[src/sv/wvs_pkg.sv]
// Shared types and constants for the skinning engine.
package wvs_pkg;
	localparam int MaxJointsDefault = 64;
	localparam int IdxW = 6;

	typedef enum logic [0:0] {
		CMD_LOAD  = 1'b0,
		CMD_WEIGHT = 1'b1
	} cmd_t;

	typedef struct packed {
		logic                     command;
		logic [IdxW-1:0]          joint_index;
		logic [15:0]              bias;
		logic signed [31:0]       vec_x;
		logic signed [31:0]       vec_y;
		logic signed [31:0]       vec_z;
		logic signed [15:0]       aux_x;
		logic signed [15:0]       aux_y;
		logic signed [15:0]       aux_z;
		logic signed [15:0]       quat_w;
		logic                     last_weight;
	} in_item_t;

	typedef struct packed {
		logic signed [31:0] pos_x;
		logic signed [31:0] pos_y;
		logic signed [31:0] pos_z;
		logic signed [15:0] nrm_x;
		logic signed [15:0] nrm_y;
		logic signed [15:0] nrm_z;
	} out_item_t;

	typedef enum logic [3:0] {
		ST_IDLE,
		ST_READ,
		ST_U1,
		ST_U2,
		ST_T1,
		ST_T2,
		ST_R,
		ST_BIAS,
		ST_ACC,
		ST_EMIT
	} state_t;

	// Controller to datapath.
	typedef struct packed {
		logic capture;
		logic load;
		logic read;
		logic u1;
		logic u2;
		logic t1;
		logic t2;
		logic r;
		logic bias;
		logic acc;
		logic emit;
	} cmd_bus_t;

	typedef struct packed {
		logic is_weight;
		logic is_last;
		logic out_busy;
	} sts_bus_t;

	function automatic logic signed [47:0] sat48(input logic signed [49:0] x);
		if (x > 50'sh0_7FFF_FFFF_FFFF) return 48'sh7FFF_FFFF_FFFF;
		if (x < -50'sh0_8000_0000_0000) return 48'sh8000_0000_0000;
		return x[47:0];
	endfunction

	function automatic logic signed [31:0] sat32w(input logic signed [47:0] x);
		if (x > 48'sh0000_7FFF_FFFF) return 32'sh7FFF_FFFF;
		if (x < -48'sh0000_8000_0000) return 32'sh8000_0000;
		return x[31:0];
	endfunction

	function automatic logic signed [31:0] sat32n(input logic signed [33:0] x);
		if (x > 34'sh0_7FFF_FFFF) return 32'sh7FFF_FFFF;
		if (x < -34'sh0_8000_0000) return 32'sh8000_0000;
		return x[31:0];
	endfunction

	function automatic logic signed [15:0] sat16(input logic signed [31:0] x);
		if (x > 32'sh0000_7FFF) return 16'sh7FFF;
		if (x < -32'sh0000_8000) return 16'sh8000;
		return x[15:0];
	endfunction
endpackage

[src/sv/wvs_ctrl.sv]
// Sequencer that steps one item through the skinning datapath.
module wvs_ctrl import wvs_pkg::*; (
	input  logic     clk,
	input  logic     arst_n,
	input  logic     in_valid,
	output logic     in_ready,
	input  sts_bus_t sts,
	output cmd_bus_t cmd
);
	state_t state_q, state_nxt;

	always_ff @(posedge clk or negedge arst_n) begin
		if (!arst_n) state_q <= ST_IDLE;
		else state_q <= state_nxt;
	end

	always_comb begin
		state_nxt = state_q;
		case (state_q)
			ST_IDLE: if (in_valid) state_nxt = ST_READ;
			ST_READ: state_nxt = sts.is_weight ? ST_U1 : ST_IDLE;
			ST_U1:   state_nxt = ST_U2;
			ST_U2:   state_nxt = ST_T1;
			ST_T1:   state_nxt = ST_T2;
			ST_T2:   state_nxt = ST_R;
			ST_R:    state_nxt = ST_BIAS;
			ST_BIAS: state_nxt = ST_ACC;
			ST_ACC:  state_nxt = sts.is_last ? ST_EMIT : ST_IDLE;
			// hold until the result register is free
			ST_EMIT: if (!sts.out_busy) state_nxt = ST_IDLE;
			default: state_nxt = ST_IDLE;
		endcase
	end

	always_comb begin
		cmd = '0;
		in_ready = 1'b0;
		case (state_q)
			ST_IDLE: begin
				in_ready = 1'b1;
				cmd.capture = in_valid;
			end
			ST_READ: begin
				cmd.load = !sts.is_weight;
				cmd.read = sts.is_weight;
			end
			ST_U1:   cmd.u1 = 1'b1;
			ST_U2:   cmd.u2 = 1'b1;
			ST_T1:   cmd.t1 = 1'b1;
			ST_T2:   cmd.t2 = 1'b1;
			ST_R:    cmd.r = 1'b1;
			ST_BIAS: cmd.bias = 1'b1;
			ST_ACC:  cmd.acc = 1'b1;
			ST_EMIT: cmd.emit = !sts.out_busy;
			default: cmd = '0;
		endcase
	end
endmodule

[config.mk]
export PLATFORM = sky130hd
export DESIGN_NAME = wvs_ctrl
export DESIGN_NICKNAME = d
export VERILOG_FILES = /design/src/sv/wvs_pkg.sv /design/src/sv/wvs_ctrl.sv
export SDC_FILE = /design/constraint.sdc
export NUM_CORES = 1
export LEC_CHECK = 0
export ABC_CLOCK_PERIOD_IN_PS = 1600
export BUFFER_PORTS_ARGS = -buffer_cell sky130_fd_sc_hd__buf_2
export CAP_MARGIN = 10
export CORE_AREA = 2 2 39 41
export DETAILED_ROUTE_END_ITERATION = 12
export DIE_AREA = 0 0 41 43
export PLACE_DENSITY = 0.56
export SYNTH_ARGS = -nofsm -noshare
export SYNTH_HDL_FRONTEND = slang
export SYNTH_SLANG_ARGS = --single-unit
[constraint.sdc]
create_clock -name clk -period 1.6 [get_ports clk]
set_clock_uncertainty 0.15 [all_clocks]
set_input_delay 0.24 -clock clk [delete_from_list [all_inputs] [get_ports clk]]
set_output_delay 0.24 -clock clk [all_outputs]
set_load 0.02 [all_outputs]
* Yosys cells after proc, flatten, opt, wreduce, memory -nomap -nowiden *
Cells that the tools add are included.

word-level totals
  memory bits (read-only) = 0
  bits in registers = 4
  bits in writable memories = 0
  bits in latches = 0
  input bits = 6
  logic and storage cells = 32
  memories = 0
  output and inout port bits = 12

cells by class
  $add $sub $neg = 0
  multipliers = 0
  bitwise gates (word level) = 0
  reductions and logical operators = 4
  order comparisons = 0
  shifts and indexed selects = 0
  div/mod/pow operators = 0
  equality and inequality tests = 11
  mux-type cells = 16

operator list
  cell                                                  count
  case mux 4 bit (10 select lines)                      1
  equality test 4 x 3 -> 1 bit (second input constant)  4
  two-way mux 4 bit                                     3
  two-way mux 1 bit                                     10
  equality test 4 x 2 -> 1 bit (second input constant)  2
  equality test 4 bit (second input constant)           2
  equality test 4 x 1 -> 1 bit (second input constant)  1
  logical NOT 4 bit                                     1
  two-way mux 2 bit                                     2
  inequality test 2 bit (second input constant)         2
  logical NOT 1 bit                                     2
  AND reduction 2 bit                                   1

* Logic depth before layout (Yosys ltp) *
Gate-level depths: netlist (run 1).

  depth in word-level cells = 3
  depth in mapped cells = 4
  mapped depth without buffers = 3

* Worst setup path after synthesis (run 1) *
Ideal clock, no wire load.

  kind = register to output
  from = reg state_q[0]
  to = out cmd[10] in the netlist's numbering
  required time = 1.210 ns
  cell stages (with the launch flop) = 4
  buffers on the path = 1
  path slack = -0.373 ns
  arrival = 1.583 ns
  cells stage by stage = dfrtp_1 > buf_6 > nor4_1 > and2_1

RTL lines
  item                      RTL line        text
  start: declaration        wvs_ctrl.sv:10  state_t state_q, state_nxt;
  start signal: assignment  wvs_ctrl.sv:14  else state_q <= state_nxt;
  end: declaration          wvs_ctrl.sv:8   output cmd_bus_t cmd

==> results of run 1 <==
## cell usage after synthesis, drive strengths merged
cell,number
nor2,6
nor3,6
dfrtp,4
buf,3
nand2b,3
nor4,2
and2,1
mux2i,1
nand2,1
nor4b,1
o21a,1
o21ai,1
o31ai,1
or2b,1
or3,1
xor2,1
## layout by cell type (no fill, tap or decap), types with 2 or more instances in the layout
| cell | n |
|---|---|
| nor4_4 | 2 |
| nor3_1 | 2 |
| buf_4 | 12 |
| nand2b_4 | 2 |
| buf_2 | 7 |
| clkbuf_4 | 3 |
| nor3_2 | 3 |
| nor2_1 | 4 |
| buf_6 | 7 |
| dfrtp_2 | 3 |
## per-stage QoR
stage	TNS, ps	utilization (%)	cells
after floorplan	-162.7	-	34
after global placement	0	31.10	68
after detailed placement	0	31.10	68
after CTS	-296.6	40.42	76
after global routing	-951.6	44.85	77
final	-192.9	44.85	77
## how the worst max path moves through the flow
| stage | startpoint | endpoint | depth (start not counted) |
|---|---|---|---|
| finish | state_q[1]$_DFFE_PN0P_ | cmd[8] | 3 |
| global route | state_q[1]$_DFFE_PN0P_ | cmd[8] | 3 |
| CTS | state_q[3]$_DFFE_PN0P_ | cmd[10] | 4 |
| detailed placement | state_q[0]$_DFFE_PN0P_ | cmd[8] | 3 |
| global placement | state_q[0]$_DFFE_PN0P_ | cmd[8] | 3 |
| floorplan | state_q[0]$_DFFE_PN0P_ | cmd[10] | 3 |
## repair_timing
action,in CTS,in global routing
buffers inserted,4,1
endpoints found under the hold margin,4,0
resized for setup,20,13
endpoints found under the setup margin,12,12
pin swaps,1,1
hold buffers,1,0
## logic make-up (layout without fill, tap and decap cells)
| group | after synthesis | in the layout | synth area share [%] |
|---|---|---|---|
| AO/OA/AOI/OAI | 3 | 3 | 9.389 |
| XOR/XNOR | 1 | 1 | 2.858 |
| buffers and inverters | 3 | 30 | 9.796 |
| flip-flops | 4 | 4 | 32.65 |
| multiplexers | 1 | 1 | 3.265 |
| AND/OR/NAND/NOR | 22 | 22 | 42.04 |
## cell type report
| cell class | instances | area, um^2 | area share, % |
|---|---|---|---|
| Multi-Input combinational cell | 27 | 260.3 | 41.94 |
| Sequential cell | 4 | 103.9 | 16.73 |
| Tap cell | 16 | 20.02 | 3.226 |
| Clock buffer | 3 | 22.52 | 3.629 |
| Timing Repair Buffer | 27 | 214.0 | 34.48 |
## power by group through the flow
stage / logic, W / clock network (W) / registers, W
after floorplan: 0.000494 / 0 / 0.000179
after global placement: 0.000609 / 0 / 0.000208
after detailed placement: 0.000610 / 0 / 0.000210
after CTS: 0.000817 / 0.000129 / 0.000210
after global routing: 0.000991 / 0.000138 / 0.000241
final: 0.000924 / 0.000122 / 0.000231
## routing by layer
layer  vias up  GRT usage [%]  part of all wire, %
li1        174              -                    -
met1       167          14.29                   43
met2         9          14.37                   51
met3         0          6.283                  6.0
met4         0          4.000                    0
met5         -              0                    0
==> results_dict.tcl, run 1 <==
set metrics [dict create \
    status "finished, violations left" \
    violations "setup timing" \
    switching_power_w 0.0005703 \
    setup_viol 8 \
    swShare_pct 44.68 \
    final.fill_count 141 \
    root_buffer "clkbuf_4" \
    crit_type "reg2out" \
    critPathRequiredTime_ps 1210 \
    r2r_end "state_q[0]$_DFFE_PN0P_" \
    clk_latency_ps 230 \
    r2r_cells 4 \
    std_cell_rows 14 \
    power_frac_comb_pct 72.4 \
    dr.pass1.iters 4 \
    avgSynthCellArea_um2 9.016 \
    antenna_found_initial 0 \
    dieArea_mm2 0.001763 \
    synth_top_area_share_pct 32.65 \
    drv_slew 0 \
    place_congestion 0.6921 \
    ys_ff_latch 4 \
    n_antenna_cell 0 \
    ys_seq_area_share_pct 32.65 \
    worst_pin_slew_ps 220.8 \
    setup_ws_ps -72.30 \
    fin_crit_ps 1672 \
    hpwl_um 609.4 \
    finalPower_w 0.001277 \
    grt_pass1_vias 299 \
    final_nets 69 \
    relSlewSlack_pct 85.17 \
    grt_pass1_wl_mm 1.255 \
    avgRoutedWirePerCell_um 11.19 \
    p_per_area_mw_per_mm2 2057 \
    reg_top3 "state_q (4)" \
    drc 0 \
    cts_buffers 3 \
    critPathCaptureType "output port" \
    power_frac_seq_pct 18.1 \
    path_max_fanout 5 \
    vias 350 \
    layout-drive-gt1-share_pct 77.05 \
    start_kind "flip-flop" \
    finalCritPeriodShare_pct 104.5 \
    placed_area_um2 430.4 \
    die_h_um 43 \
    p_leak_nw 0.2840 \
    worstReg2RegStart "state_q[2]$_DFFE_PN0P_" \
    path_clk_slew_ps 40 \
    yosys_warnings 0 \
    grt-ovfl-total 0 \
    initial_core_util_pct 22.15 \
    p_int_w 0.0007062 \
    synth_top_cell_by_area "dfrtp_1" \
    synth_area_um2 306.5 \
    drt-total-wl_um 862 \
    fin_area_um2 620.6 \
    tritoncts "done" \
    critPathMaxStageDelay_ps 430 \
    holdWs_ps 192.7 \
    vias_per_cell 4.545 \
    htree_levels 1 \
    cp_cell_sequence "nand2b_4 -> nor4b_2 -> buf_4" \
    top_register "state_q" \
    worstPathArrival_ps 1280 \
    rsz0062_at_grt "yes" \
    pin_count 18 \
    grt_max_degree 10 \
    synth.distinct_cells 18 \
    peakVddDrop_mv 0.7577 \
    cts_buffer_depth 2 \
    r2r_slack_ps 160 \
    clkSinkCount 4 \
    core_area_mm2 0.001384 \
    syn_nets 40 \
    max-cap-violations 0 \
    largest_register_ffs 4 \
    path_delay_family "simple AND/OR/NAND/NOR gates" \
    die_width_um 41 \
    max_freq_mhz 598.0 \
    drtAntennaViolNets 0 \
    power_frac_clock_pct 9.5 \
    hold_path_class "in2async" \
    critical_path_buf_inv_count 1 \
    numPortBuffers 17 \
    crit_path_top_delay_cell "dfrtp_2" \
    grt_usage_pct 10.88 \
    hold_viol_final 0 \
    syn-instance-count 34 \
    synth_area_leaders "dfrtp_1 (33%), nor3_1 (9.8%), buf_6 (7.3%)" \
    first_iter_violations 8 \
    syn_to_final_growth_pct 102.4 \
    preCtsSetupSlack_ps 68.94 \
]
Power figures use the tool's default switching activity.
==> run 2, diff against run 1 <==
--- a/config.mk
+++ b/config.mk
@@ -6,7 +6,7 @@
 export NUM_CORES = 1
 export LEC_CHECK = 0
 export ABC_CLOCK_PERIOD_IN_PS = 1600
-export BUFFER_PORTS_ARGS = -buffer_cell sky130_fd_sc_hd__buf_2
+export BUFFER_PORTS_ARGS = -buffer_cell sky130_fd_sc_hd__buf_4
 export CAP_MARGIN = 10
 export CORE_AREA = 2 2 39 41
 export DETAILED_ROUTE_END_ITERATION = 12
==> run 2 against run 1 <==
  * Routed wire length is 2.4% higher
  * Clock-buffer cell count stayed put
  * Maximum frequency is 1.8% higher
  * The run still ends with setup timing left
==> results_dict.tcl, run 2 (synthesis gave the netlist of run 1 again) <==
set metrics [dict create \
    status "finished, violations left" \
    violations "setup timing" \
    placed_area_um2 480.5 \
    p_per_area_mw_per_mm2 2051 \
    vias 365 \
    antenna_found_initial 0 \
    clkSinkCount 4 \
    pin_count 18 \
    max-cap-violations 0 \
    relSlewSlack_pct 84.15 \
    r2r_slack_ps 170 \
    first_iter_violations 1 \
    cts_buffers 3 \
    hold_viol_final 0 \
    peakVddDrop_mv 0.7992 \
    clk_latency_ps 230 \
    top_register "state_q" \
    crit_type "reg2out" \
    final_util_pct 46.47 \
    n_antenna_cell 0 \
    fin_crit_ps 1643 \
    worst_pin_slew_ps 235.9 \
    vias_per_cell 4.679 \
    final.fill_count 142 \
    cts_buffer_depth 2 \
    fin_area_um2 643.1 \
    grt_usage_pct 11.87 \
    layout-drive-gt1-share_pct 79.03 \
    p_leak_nw 0.2978 \
    critPathMaxStageDelay_ps 460 \
    path_clk_slew_ps 40 \
    placedCellCount 69 \
    root_buffer "clkbuf_4" \
    finalCritPeriodShare_pct 102.7 \
    drv_slew 0 \
    die_width_um 41 \
    setup_ws_ps -42.93 \
    setup_viol 7 \
    die_h_um 43 \
    tritoncts "done" \
    cp-startpoint "state_q[0]$_DFFE_PN0P_" \
    path_max_fanout 6 \
    htree_levels 1 \
    worstReg2RegStart "state_q[2]$_DFFE_PN0P_" \
    largest_register_ffs 4 \
    avgRoutedWirePerCell_um 11.32 \
    crit_path_top_delay_cell "dfrtp_2" \
    max_freq_mhz 608.7 \
    drtAntennaViolNets 0 \
    dieArea_mm2 0.001763 \
    hpwl_um 644.1 \
    final_cell_mix "buf_4 (21), buf_6 (6), nor2_1 (5)" \
    initial_core_util_pct 22.15 \
    r2r_end "state_q[0]$_DFFE_PN0P_" \
    numPortBuffers 17 \
    final_nets 70 \
    cp_cell_sequence "nor4_4 -> and2_4 -> buf_6" \
    grt_pass1_wl_mm 1.414 \
    worstPathArrival_ps 1250 \
    critPathRequiredTime_ps 1210 \
    critPathCaptureType "output port" \
    dr.pass1.iters 2 \
    std_cell_rows 14 \
    grt_pass1_vias 354 \
    drt-total-wl_um 883 \
    grt-ovfl-total 0 \
    syn_to_final_growth_pct 109.8 \
    layout_commonest_cell "buf_4" \
    drc 0 \
    grt_max_degree 7 \
    final_cells 78 \
    place_congestion 0.7171 \
    rsz0062_at_grt "yes" \
    r2r_cells 4 \
    hold_path_class "in2async" \
    core_area_mm2 0.001384 \
    reg_top3 "state_q (4)" \
    tns_ps -147.4 \
    start_kind "flip-flop" \
]
[run 2: routing by layer]
layer | routed length [um] | vias up | GRT usage [%] | share of wire [%]
met5 | 0 | - | 0 | 0
met4 | 0 | 0 | 6.000 | 0
met3 | 49 | 0 | 3.141 | 5.5
met2 | 457 | 11 | 16.56 | 52
met1 | 376 | 179 | 16.18 | 43
li1 | - | 175 | - | -
[run 2: critical path, delay by kind of cell (launching register included)]
kind	cells	cell delay [ps]
flops	1	460
simple gates	2	460
buf+inv	1	110
[run 2: timing repair]
| action | in CTS | in global routing |
|---|---|---|
| hold buffers | 1 | 0 |
| resized for setup | 12 | 10 |
| hold endpoints to repair | 4 | 0 |
| endpoints found under the setup margin | 12 | 11 |
| pin swaps | 3 | 2 |
| buffers inserted | 4 | 1 |
[run 2: through the flow]
| stage | hold WS, ps | power [W] | worst slack, ps |
|---|---|---|---|
| global placement | -110.7 | 0.0008895 | 101.3 |
| floorplan | -205.6 | 0.0006736 | -113.3 |
| finish | 189.4 | 0.001319 | -42.93 |
| detailed placement | -108.8 | 0.0008865 | 72.39 |
| CTS | 186.8 | 0.001205 | -48.84 |
| global route | 196.3 | 0.001414 | -81.46 |
[run 2: worst max-delay path by stage]
| stage | to | slack (ps) | cells past startpoint |
|---|---|---|---|
| after global placement | cmd[8] | 100 | 3 |
| final | cmd[10] | -40 | 3 |
| after floorplan | cmd[10] | -110 | 3 |
| after CTS | cmd[10] | -50 | 3 |
| after detailed placement | cmd[8] | 70 | 3 |
| after global routing | cmd[10] | -80 | 3 |
[run 2: report_power, final]
| group | switching, W | leakage, nW | internal, W |
|---|---|---|---|
| logic | 0.000459 | 0.236 | 0.000502 |
| registers | 0.0000781 | 0.0482 | 0.000154 |
| clock network | 0.0000419 | 0.0138 | 0.0000840 |
| total | 0.000579 | 0.298 | 0.000740 |
[run 2: final cells by class]
class	count	area (um^2)	area share (%)
clock buffers	3	22.52	3.502
well taps	16	20.02	3.113
multi-input cells	27	262.8	40.86
repair buffers	28	235.2	36.58
flip-flops and latches	4	102.6	15.95
==> run 3, diff against run 2 <==
==> constraint.sdc (replaced) <==
create_clock -name clk -period 1.6 [get_ports clk]
set_clock_uncertainty 0.15 [all_clocks]
set_input_delay 0.08 -clock clk [delete_from_list [all_inputs] [get_ports clk]]
set_output_delay 0.08 -clock clk [all_outputs]
set_load 0.02 [all_outputs]
==> run 3 against run 2 <==
  * The run now ends clean
  * Final area down 18%
  * Utilization down 8.3 points
  * Maximum frequency up 6.7%
  * Worst hold slack worse by 160 ps
  * Critical path type unchanged
  * Largest cell class unchanged
  * Largest power group unchanged
==> results_dict.tcl, run 3 (synthesis gave the netlist of run 1 again) <==
set metrics [dict create \
    status "finished clean" \
    power_frac_seq_pct 21.7 \
    die_width_um 41 \
    swShare_pct 44.42 \
    n_antenna_cell 0 \
    layout-drive-gt1-share_pct 64.29 \
    drv_slew 0 \
    max-cap-violations 0 \
    place_congestion 0.6624 \
    first_iter_violations 0 \
    start_kind "flip-flop" \
    vias 329 \
    p_per_area_mw_per_mm2 1987 \
    pin_count 18 \
    hold_viol_final 0 \
    p_leak_nw 0.2424 \
    critPathCaptureType "output port" \
    finalPower_w 0.001049 \
    largest_register_ffs 4 \
    dieArea_mm2 0.001763 \
    final.fill_count 150 \
    cp-startpoint "state_q[1]$_DFFE_PN0P_" \
    drc 0 \
    grt-ovfl-total 0 \
    fin_crit_ps 1539 \
    finalCritPeriodShare_pct 96.20 \
    reg_top3 "state_q (4)" \
    dr.pass1.iters 1 \
    crit_path_top_delay_cell "dfrtp_1" \
    crit_type "reg2out" \
    antenna_found_initial 0 \
    power_frac_comb_pct 66.2 \
    grt_max_degree 10 \
    path_max_fanout 5 \
    hpwl_um 575.4 \
    switching_power_w 0.0004662 \
    max_freq_mhz 649.7 \
    die_h_um 43 \
    cp_cell_sequence "nand2b_2 -> nor4b_2 -> buf_4" \
    clk_latency_ps 240 \
    syn_to_final_growth_pct 72.24 \
    path_clk_slew_ps 40 \
    grt_usage_pct 11.29 \
    initial_core_util_pct 22.15 \
    placedCellCount 65 \
    fin_area_um2 528.0 \
    crit_end "cmd[8]" \
    numPortBuffers 17 \
    critPathRequiredTime_ps 1370 \
    drtAntennaViolNets 0 \
    drt-total-wl_um 792 \
    setup_viol 0 \
    critPathMaxStageDelay_ps 410 \
    placed_area_um2 444.2 \
    r2r_end "state_q[0]$_DFFE_PN0P_" \
    final_cell_mix "buf_4 (20), nor2_1 (6), nor3_1 (6)" \
    grt_pass1_vias 295 \
    final_cells 72 \
    clkSinkCount 4 \
    vias_per_cell 4.569 \
    std_cell_rows 14 \
    tritoncts "done" \
    grt_pass1_wl_mm 1.290 \
    hold_path_class "in2async" \
    relSlewSlack_pct 85.10 \
    tns_ps 0 \
    power_frac_clock_pct 12.1 \
    p_int_w 0.0005832 \
    cts_buffer_depth 2 \
    cts_buffers 3 \
    r2r_cells 4 \
    final_nets 64 \
    avgRoutedWirePerCell_um 11.00 \
    rsz0062_at_grt "yes" \
    peakVddDrop_mv 0.8242 \
    r2r_slack_ps 160 \
    top_register "state_q" \
    worstPathArrival_ps 1310 \
    root_buffer "clkbuf_4" \
    core_area_mm2 0.001384 \
    worst_pin_slew_ps 221.7 \
    layout_commonest_cell "buf_4" \
    worstReg2RegStart "state_q[2]$_DFFE_PN0P_" \
    htree_levels 1 \
    final_util_pct 38.16 \
]
==> run 3: area by class of cell <==
| cell class | count | area [um^2] | area share, % |
|---|---|---|---|
| Multi-Input combinational cell | 27 | 201.4 | 38.15 |
| Timing Repair Buffer | 22 | 180.2 | 34.12 |
| Sequential cell | 4 | 103.9 | 19.67 |
| Clock buffer | 3 | 22.52 | 4.265 |
| Tap cell | 16 | 20.02 | 3.791 |
==> run 3: repair_timing <==
item | in CTS | in global routing
hold buffers | 1 | 0
cloned | 0 | 0
setup buffers | 3 | 0
endpoints found under the hold margin | 4 | 0
resized for setup | 3 | 3
setup endpoints to repair | 4 | 5
==> run 3: routing by layer <==
metal,track usage (%),vias to the layer above,wire [um]
met5,0,-,0
met4,8.000,0,0
li1,-,162,-
met1,14.66,158,348
met2,14.37,9,389
met3,4.712,0,54
==> run 3: worst min-delay path by stage <==
stage | from | end | slack, ps | depth (start not counted)
6_report | arst_n | state_q[2]$_DFFE_PN0P_ | 30 | 2
5_1_grt | arst_n | state_q[2]$_DFFE_PN0P_ | 20 | 2
4_1_cts | arst_n | state_q[2]$_DFFE_PN0P_ | 30 | 2
2_1_floorplan | arst_n | state_q[0]$_DFFE_PN0P_ | -370 | 0
3_3_place_gp | arst_n | state_q[3]$_DFFE_PN0P_ | -270 | 1
3_5_place_dp | arst_n | state_q[2]$_DFFE_PN0P_ | -270 | 1
==> run 3: stage by stage <==
| stage | hold slack [ps] | setup WS [ps] |
|---|---|---|
| 2_1_floorplan | -365.6 | 46.66 |
| 3_3_place_gp | -269.6 | 120.3 |
| 3_5_place_dp | -271.0 | 126.3 |
| 4_1_cts | 27.29 | 4.636 |
| 5_1_grt | 18.34 | -17.98 |
| 6_report | 27.24 | 60.76 |
==> run 3: worst max-delay path, delay by kind of cell (launching register included) <==
family                 cells  cell delay (ps)
flip-flops                 1              410
buffers and inverters      1              180
AND/OR/NAND/NOR            2              490
==> run 3: power groups by stage <==
stage	Clock, W	Sequential [W]	Combinational, W
2_1_floorplan	0	0.000179	0.000486
6_report	0.000127	0.000228	0.000694
4_1_cts	0.000131	0.000224	0.000689
5_1_grt	0.000148	0.000237	0.000752
3_5_place_dp	0	0.000261	0.000553
3_3_place_gp	0	0.000263	0.000554
